File: config.mk
export PLATFORM = sky130hd
export DESIGN_NAME = spq_cell
export DESIGN_NICKNAME = d
export VERILOG_FILES = /design/src/sv/spq_pkg.sv /design/src/sv/spq_cell.sv
export SDC_FILE = /design/constraint.sdc
export NUM_CORES = 1
export LEC_CHECK = 0
export BUFFER_PORTS_ARGS = -buffer_cell sky130_fd_sc_hd__buf_4
export CORE_MARGIN = 3
export CORE_UTILIZATION = 35
export CTS_CLUSTER_SIZE = 28
export DETAILED_ROUTE_END_ITERATION = 6
export MAX_ROUTING_LAYER = met4
export PLACE_DENSITY = 0.75
export SYNTH_ARGS = -nofsm -noshare
export SYNTH_HDL_FRONTEND = slang
export SYNTH_SLANG_ARGS = --single-unit
export TNS_END_PERCENT = 30
File: constraint.sdc
create_clock -name clk -period 5 [get_ports clk]
set_input_delay 0.25 -clock clk [delete_from_list [all_inputs] [get_ports clk]]
set_output_delay 0.25 -clock clk [all_outputs]
set_load 0.1 [all_outputs]
File: src/sv/spq_pkg.sv
`default_nettype none
// ----------------------------------------------------------------------------
// spq_pkg
// shared codes and control types for the stable priority queue
// ----------------------------------------------------------------------------
package spq_pkg;

	// request codes on req_type
	localparam logic [1:0] OP_PUSH  = 2'd0;
	localparam logic [1:0] OP_POP   = 2'd1;
	localparam logic [1:0] OP_CLEAR = 2'd2;

	// status codes on the result beat
	localparam logic [1:0] ST_OK    = 2'd0;
	localparam logic [1:0] ST_FULL  = 2'd1;
	localparam logic [1:0] ST_EMPTY = 2'd2;

	// fixed widths of the result fields
	localparam int unsigned OUT_TAG_W = 32;
	localparam int unsigned OUT_POS_W = 6;
	localparam int unsigned OUT_OCC_W = 7;

	// per-cycle command broadcast to every cell
	typedef struct packed {
		logic push;
		logic pop;
	} spq_ctl_t;

endpackage
`default_nettype wire

File: src/sv/spq_cell.sv
`default_nettype none
// ----------------------------------------------------------------------------
// spq_cell
// one slot of the sorted row: compares against the pushed priority and
// either holds, loads the new entry, takes its left neighbour or its right
// ----------------------------------------------------------------------------
module spq_cell #(
	parameter int unsigned PRIO_BITS = 16,
	parameter int unsigned TAG_BITS  = 32
) (
	input  wire                         clk,
	input  wire spq_pkg::spq_ctl_t      ctl,
	input  wire logic signed [PRIO_BITS-1:0] new_prio,
	input  wire logic [TAG_BITS-1:0]    new_tag,
	input  wire logic                   occupied,
	input  wire logic                   left_ge,
	input  wire logic signed [PRIO_BITS-1:0] left_prio,
	input  wire logic [TAG_BITS-1:0]    left_tag,
	input  wire logic signed [PRIO_BITS-1:0] right_prio,
	input  wire logic [TAG_BITS-1:0]    right_tag,
	output logic signed [PRIO_BITS-1:0] prio,
	output logic [TAG_BITS-1:0]         tag,
	output logic                        ge
);
	import spq_pkg::*;

	logic signed [PRIO_BITS-1:0] prio_q;
	logic [TAG_BITS-1:0]         tag_q;

	// held entry stays ahead of an equal or lower new priority
	assign ge   = occupied && (prio_q >= new_prio);
	assign prio = prio_q;
	assign tag  = tag_q;

	// slot update: hold, insert, shift towards tail, or shift towards head
	always_ff @(posedge clk) begin
		if (ctl.push && !ge) begin
			if (left_ge) begin
				prio_q <= new_prio;
				tag_q  <= new_tag;
			end else begin
				prio_q <= left_prio;
				tag_q  <= left_tag;
			end
		end else if (ctl.pop) begin
			prio_q <= right_prio;
			tag_q  <= right_tag;
		end
	end

endmodule
`default_nettype wire

==> impl_metrics.tcl, run 1 <==
set metrics [dict create \
    drive_above_1_share_pct 70.9 \
    yosysTopAreaCell "edfxtp_1" \
    holdBufCountCts 0 \
    gp_congestion 0.827 \
    routed_wl_microns 7910 \
    hp-class "in2reg" \
    switchingPower_w 0.000968 \
    dp_hpwl_microns 6250 \
    ant_nets 0 \
    cts_made_buffers 5 \
    pre_cts_ws_ns 1.78 \
    fin_setup_tns_ns 0 \
    synth_seq_cells 48 \
    portBuffers 197 \
    std_cell_rows 33 \
    crit_path_max_incr_delay_ns 0.91 \
    fp.dieH_microns 99.3 \
    synth_area_leaders "edfxtp_1 (47%), mux2_2 (32%), ha_1 (6.6%), mux2_1 (3.3%), inv_1 (2.1%)" \
    synth_cell_types 26 \
    cp.arrival_ns 3.09 \
    relSlewSlack_pct 25.8 \
    endpoint_kind "flop" \
    die_w_microns 99.3 \
    grt_pass1_wl_microns 12200 \
    fin_ws_ns 1.82 \
    path_delay_family "simple AND/OR/NAND/NOR gates" \
    cellInternalPower_w 0.000975 \
    holdPathEnd "prio[14]" \
    grt_max_degree 49 \
    yosysMostFrequentCell "mux2_2" \
    crit_type "reg2reg" \
    pwr-share-seq_pct 30.4 \
    reg2reg_slack_ns 1.82 \
    clk_pin_slew_ns 0.08 \
    crit_buf_inv 0 \
    syn_area_per_cell_sq_um 14.0 \
    start_util_pct 36.6 \
    fmax_mhz 314 \
    synth.yosys.seq_area_share_pct 47.3 \
    status "finished clean" \
    finalHoldViolations 0 \
    cap_viol_max_count 0 \
    period_needed_ns 3.18 \
    synth_ff_type "edfxtp_1" \
    synth.net_count 383 \
    setup_viol 0 \
    synth_commonest_cells "mux2_2 (87), edfxtp_1 (48), inv_1 (17)" \
    first_pass_iters 4 \
    yosysWarnings 0 \
    vias_per_cell 4.82 \
    wl_per_cell_microns 15.3 \
    syn-instance-count 218 \
    hold_path_startpoint "right_prio[14]" \
    htreeDepth 2 \
    finalNetCount 578 \
    start_kind "flop" \
    irDropWorstVdd_mv 0.156 \
    tightest_slew_ns 1.11 \
    netlist_area_sq_um 3050 \
    dieArea_sq_um 9870 \
    drc 0 \
    cts_setup_buffers 0 \
    syn_to_final_growth_pct 53.7 \
    skew_ns 0.00982 \
    timing.final.crit_share_pct 63.6 \
    timing.rr.end "tag[10]" \
    cts.sinks 48 \
    drtIter0Drc 68 \
    cp_max_fo 48 \
    netlist.area_leader.share_pct 47.3 \
    worstReg2RegStart "prio[11]" \
    async_reset_ff_share_pct 0 \
    worst_ep_required_time_ns 4.91 \
    swShare_pct 49.8 \
    rsz0062_at_grt "false" \
    vias 2495 \
    io_pins 198 \
    power_frac_clock_pct 11.1 \
    clockBufferDepth 2 \
    p_comb_share_pct 58.5 \
    fill_cells 707 \
    clk_root_buffer_cell "clkbuf_8" \
    critPathSlowestCell "or2_2" \
    clock_latency_ns 0.29 \
    post_cts_resized 0 \
    grt.overflow.total 0 \
    diodes 0 \
    critical_path_depth 7 \
    grtUsageTotal_pct 15.9 \
    synth-edff-count 48 \
    cellPowerDensity_nw_per_um2 415 \
    cts_tree "done" \
    maxSlewViolCount 0 \
    antenna_found_initial 0 \
    power_w 0.00194 \
    leakage_nw 2.12 \
    grt_pass1_vias 2592 \
    whs_path_depth 2 \
    path_cells "ha_1, nand4_1, nor2_1, a221oi_1, nand3_1, o311ai_4, or2_2" \
    core_area_sq_um 8340 \
    reg2reg_depth 7 \
]
[placed cells by master (no fill, tap or decap), drive strengths merged]
cell type    n
buf        198
edfxtp      48
clkinv       1
nor2b        1
xnor2        1
nor4         1
inv         17
or2          1
o21a         1
ha          16
nand2b       2
clkbuf       6
a311o        1
mux2        96
a221oi       1
a21oi        6
a2111o       1
o211ai       1
nand3        2
o21ai        2
nand4        4
nor2         1
o311ai       1
nand2        4
[power by group through the flow]
stage	combinational [W]	sequential [W]	clock (W)
2_1_floorplan	0.000268	0.00120	0
3_3_place_gp	0.00114	0.000596	0
3_5_place_dp	0.00114	0.000600	0
4_1_cts	0.00115	0.000591	0.000228
5_1_grt	0.00119	0.000602	0.000242
6_report	0.00114	0.000590	0.000216
[metrics by stage]
stage          cells  utilization (%)  hold slack [ns]  area (sq um)
6_report         518             56.2            0.236          4690
3_3_place_gp     511             55.3            0.539          4610
3_5_place_dp     511             55.3            0.538          4610
2_1_floorplan    218                -            0.451          3050
4_1_cts          518             56.2            0.225          4690
5_1_grt          518             56.2            0.217          4690
[area by class of cell]
| class | instances | area, sq um | share of cell area [%] |
|---|---|---|---|
| Clock inverter | 1 | 5.00 | 0.107 |
| Multi-Input combinational cell | 143 | 1490 | 31.7 |
| Timing Repair Buffer | 198 | 1490 | 31.7 |
| Tap cell | 105 | 131 | 2.80 |
| Inverter | 17 | 63.8 | 1.36 |
| Clock buffer | 6 | 72.6 | 1.55 |
| Sequential cell | 48 | 1440 | 30.8 |
[kinds of logic (layout without fill, tap and decap cells)]
logic type	after synthesis	after routing	share of synthesized area [%]
buf+inv	27	222	4.31
simple gates	16	16	2.79
compound gates	14	14	3.32
flops	48	48	47.3
mux	96	96	35.5
fa+ha+maj	16	16	6.57
xor+xnor	1	1	0.287
[sequential cells by signal, indices dropped and copies added, names as in the netlist]
register,flops
prio,16
tag,32
[how the worst max path moves through the flow]
stage	from	endpoint
global route	prio[15]	tag[21]
CTS	prio[11]	tag[10]
finish	prio[11]	tag[10]
floorplan	prio[14]	prio[0]
global placement	new_prio[14]	tag[10]
detailed placement	prio[11]	tag[12]
[per-layer routing]
| layer | track usage [%] | vias to the layer above | share of wire (%) | wire length, microns |
|---|---|---|---|---|
| li1 | - | 1218 | - | - |
| met1 | 18.8 | 1137 | 39 | 3090 |
| met2 | 27.1 | 131 | 51 | 4010 |
| met3 | 4.00 | 9 | 8.9 | 704 |
| met4 | 3.99 | 0 | 1.3 | 104 |
| met5 | - | - | 0 | 0 |
Note: power is estimated with default switching activity, not from simulation.
==> run 2, diff against run 1 <==
- clock period: 5 -> 3 ns (I/O delays scaled with it)
==> run 2 against run 1 <==
  * Sequential cell count stayed put
  * Setup slack lost 1.6 ns
  * Clock-buffer cell count unchanged
  * Cell count increased by 3.1%
  * Sequential share of layout area decreased by 1.6 points
  * Via count is 3.0% higher
  * Utilization increased by 3.0 points
  * First-iteration DRC count is 7.4% lower
  * Critical path type unchanged
  * Largest cell class is now non-clock buffers
==> impl_metrics.tcl, run 2 (synthesis results as in run 1) <==
set metrics [dict create \
    status "finished clean" \
    wl_per_cell_microns 16.0 \
    clock_latency_ns 0.29 \
    htreeDepth 2 \
    worst_ep_required_time_ns 3.05 \
    drc 0 \
    irDropWorstVdd_mv 0.312 \
    antenna_found_initial 0 \
    layout_common_cells "buf_4 (208), mux2_2 (87), edfxtp_1 (48)" \
    leakage_nw 2.23 \
    finalNetCount 594 \
    cp_max_fo 15 \
    final_common_cell "buf_4" \
    crit_path_max_incr_delay_ns 0.43 \
    grt.overflow.total 0 \
    fill_cells 702 \
    fin_setup_tns_ns 0 \
    placed_cell_area_sq_um 4820 \
    cap_viol_max_count 0 \
    cts_made_buffers 5 \
    core_area_sq_um 8340 \
    largest_register_ffs 32 \
    hold_ws_ns 0.133 \
    tightest_slew_ns 0.627 \
    maxSlewViolCount 0 \
    timing.final.crit_share_pct 92.3 \
    cp.arrival_ns 2.81 \
    io_pins 198 \
    grt_max_degree 49 \
    cts.sinks 48 \
    holdBufCountCts 0 \
    portBuffers 197 \
    fin_ws_ns 0.232 \
    grt_pass1_wl_microns 13400 \
    grtUsageTotal_pct 17.7 \
    diodes 0 \
    std_cell_rows 33 \
    drtIter0Drc 63 \
    grt_pass1_vias 2807 \
    dieArea_sq_um 9870 \
    hp-class "in2reg" \
    endpoint_kind "flop" \
    cp_common_cell "buf_12" \
    fp.dieH_microns 99.3 \
    cellPowerDensity_nw_per_um2 687 \
    clockBufferDepth 2 \
    die_w_microns 99.3 \
    gp_congestion 0.809 \
    first_pass_iters 4 \
    start_util_pct 36.6 \
    clk_root_buffer_cell "clkbuf_8" \
    clk_pin_slew_ns 0.09 \
    vias_per_cell 4.81 \
    finalHoldViolations 0 \
    syn_to_final_growth_pct 62.0 \
    path_cells "ha_1, nand4_1, buf_4, a2111o_1, a311o_1, o311ai_4, buf_12, buf_12, mux2_2" \
    critPathSlowestCell "edfxtp_1" \
    crit_type "reg2reg" \
    cts_tree "done" \
    cts_setup_buffers 3 \
    rsz0062_at_grt "false" \
    vias 2570 \
    skew_ns 0.00706 \
    start_kind "flop" \
    period_needed_ns 2.77 \
    relSlewSlack_pct 58.2 \
    fmax_mhz 361 \
    routed_wl_microns 8530 \
    dp_hpwl_microns 6950 \
    ant_nets 0 \
    setup_viol 0 \
    post_cts_resized 0 \
    pre_cts_ws_ns -0.125 \
    power_w 0.00339 \
    finish.instance_area_sq_um 4940 \
    drive_above_1_share_pct 73.2 \
]
[run 2: layout make-up]
| type | count | area (sq um) | share of cell area (%) |
|---|---|---|---|
| multi-input combinational | 143 | 1550 | 31.3 |
| inverter | 17 | 63.8 | 1.29 |
| timing repair buffer | 214 | 1680 | 34.0 |
| clock buffer | 6 | 72.6 | 1.47 |
| sequential | 48 | 1440 | 29.2 |
| tap | 105 | 131 | 2.66 |
| clock inverter | 1 | 5.00 | 0.101 |
[run 2: stage by stage]
stage                     std cells  util (%)
after detailed placement        524      57.7
after floorplan                 218         -
after global placement          524      57.7
final                           534      59.2
after global routing            534      59.2
after CTS                       534      59.2
[run 2: critical path, delay by kind of cell, from the launching register on]
family | cells | cell delay, ns
buf+inv | 3 | 0.47
flops | 1 | 0.43
compound gates | 3 | 0.82
simple gates | 1 | 0.12
mux | 1 | 0.34
fa+ha+maj | 1 | 0.33
[run 2: final timing paths]
kind | start | end | slack [ns] | depth (start not counted)
worst min register to register | prio[15] | prio[7] | 1.33 | 6
worst min-delay path | right_prio[10] | prio[10] | 0.13 | 2
worst max register to register | prio[13] | tag[31] | 0.23 | 9
worst max-delay path | prio[13] | tag[31] | 0.23 | 9
[run 2: report_power, final]
| group | switching (W) | total, W | internal [W] |
|---|---|---|---|
| logic | 0.00139 | 0.00204 | 0.000648 |
| clock network | 0.000211 | 0.000370 | 0.000159 |
| registers | 0.0000575 | 0.000986 | 0.000928 |
[run 2: metal layers]
layer | wire (microns) | share of wire (%) | GRT usage (%) | vias up
met3 | 691 | 8.1 | 3.93 | 9
met4 | 119 | 1.4 | 4.62 | 0
met2 | 4580 | 54 | 32.6 | 120
met5 | 0 | 0 | - | -
li1 | - | - | - | 1248
met1 | 3140 | 37 | 19.0 | 1193
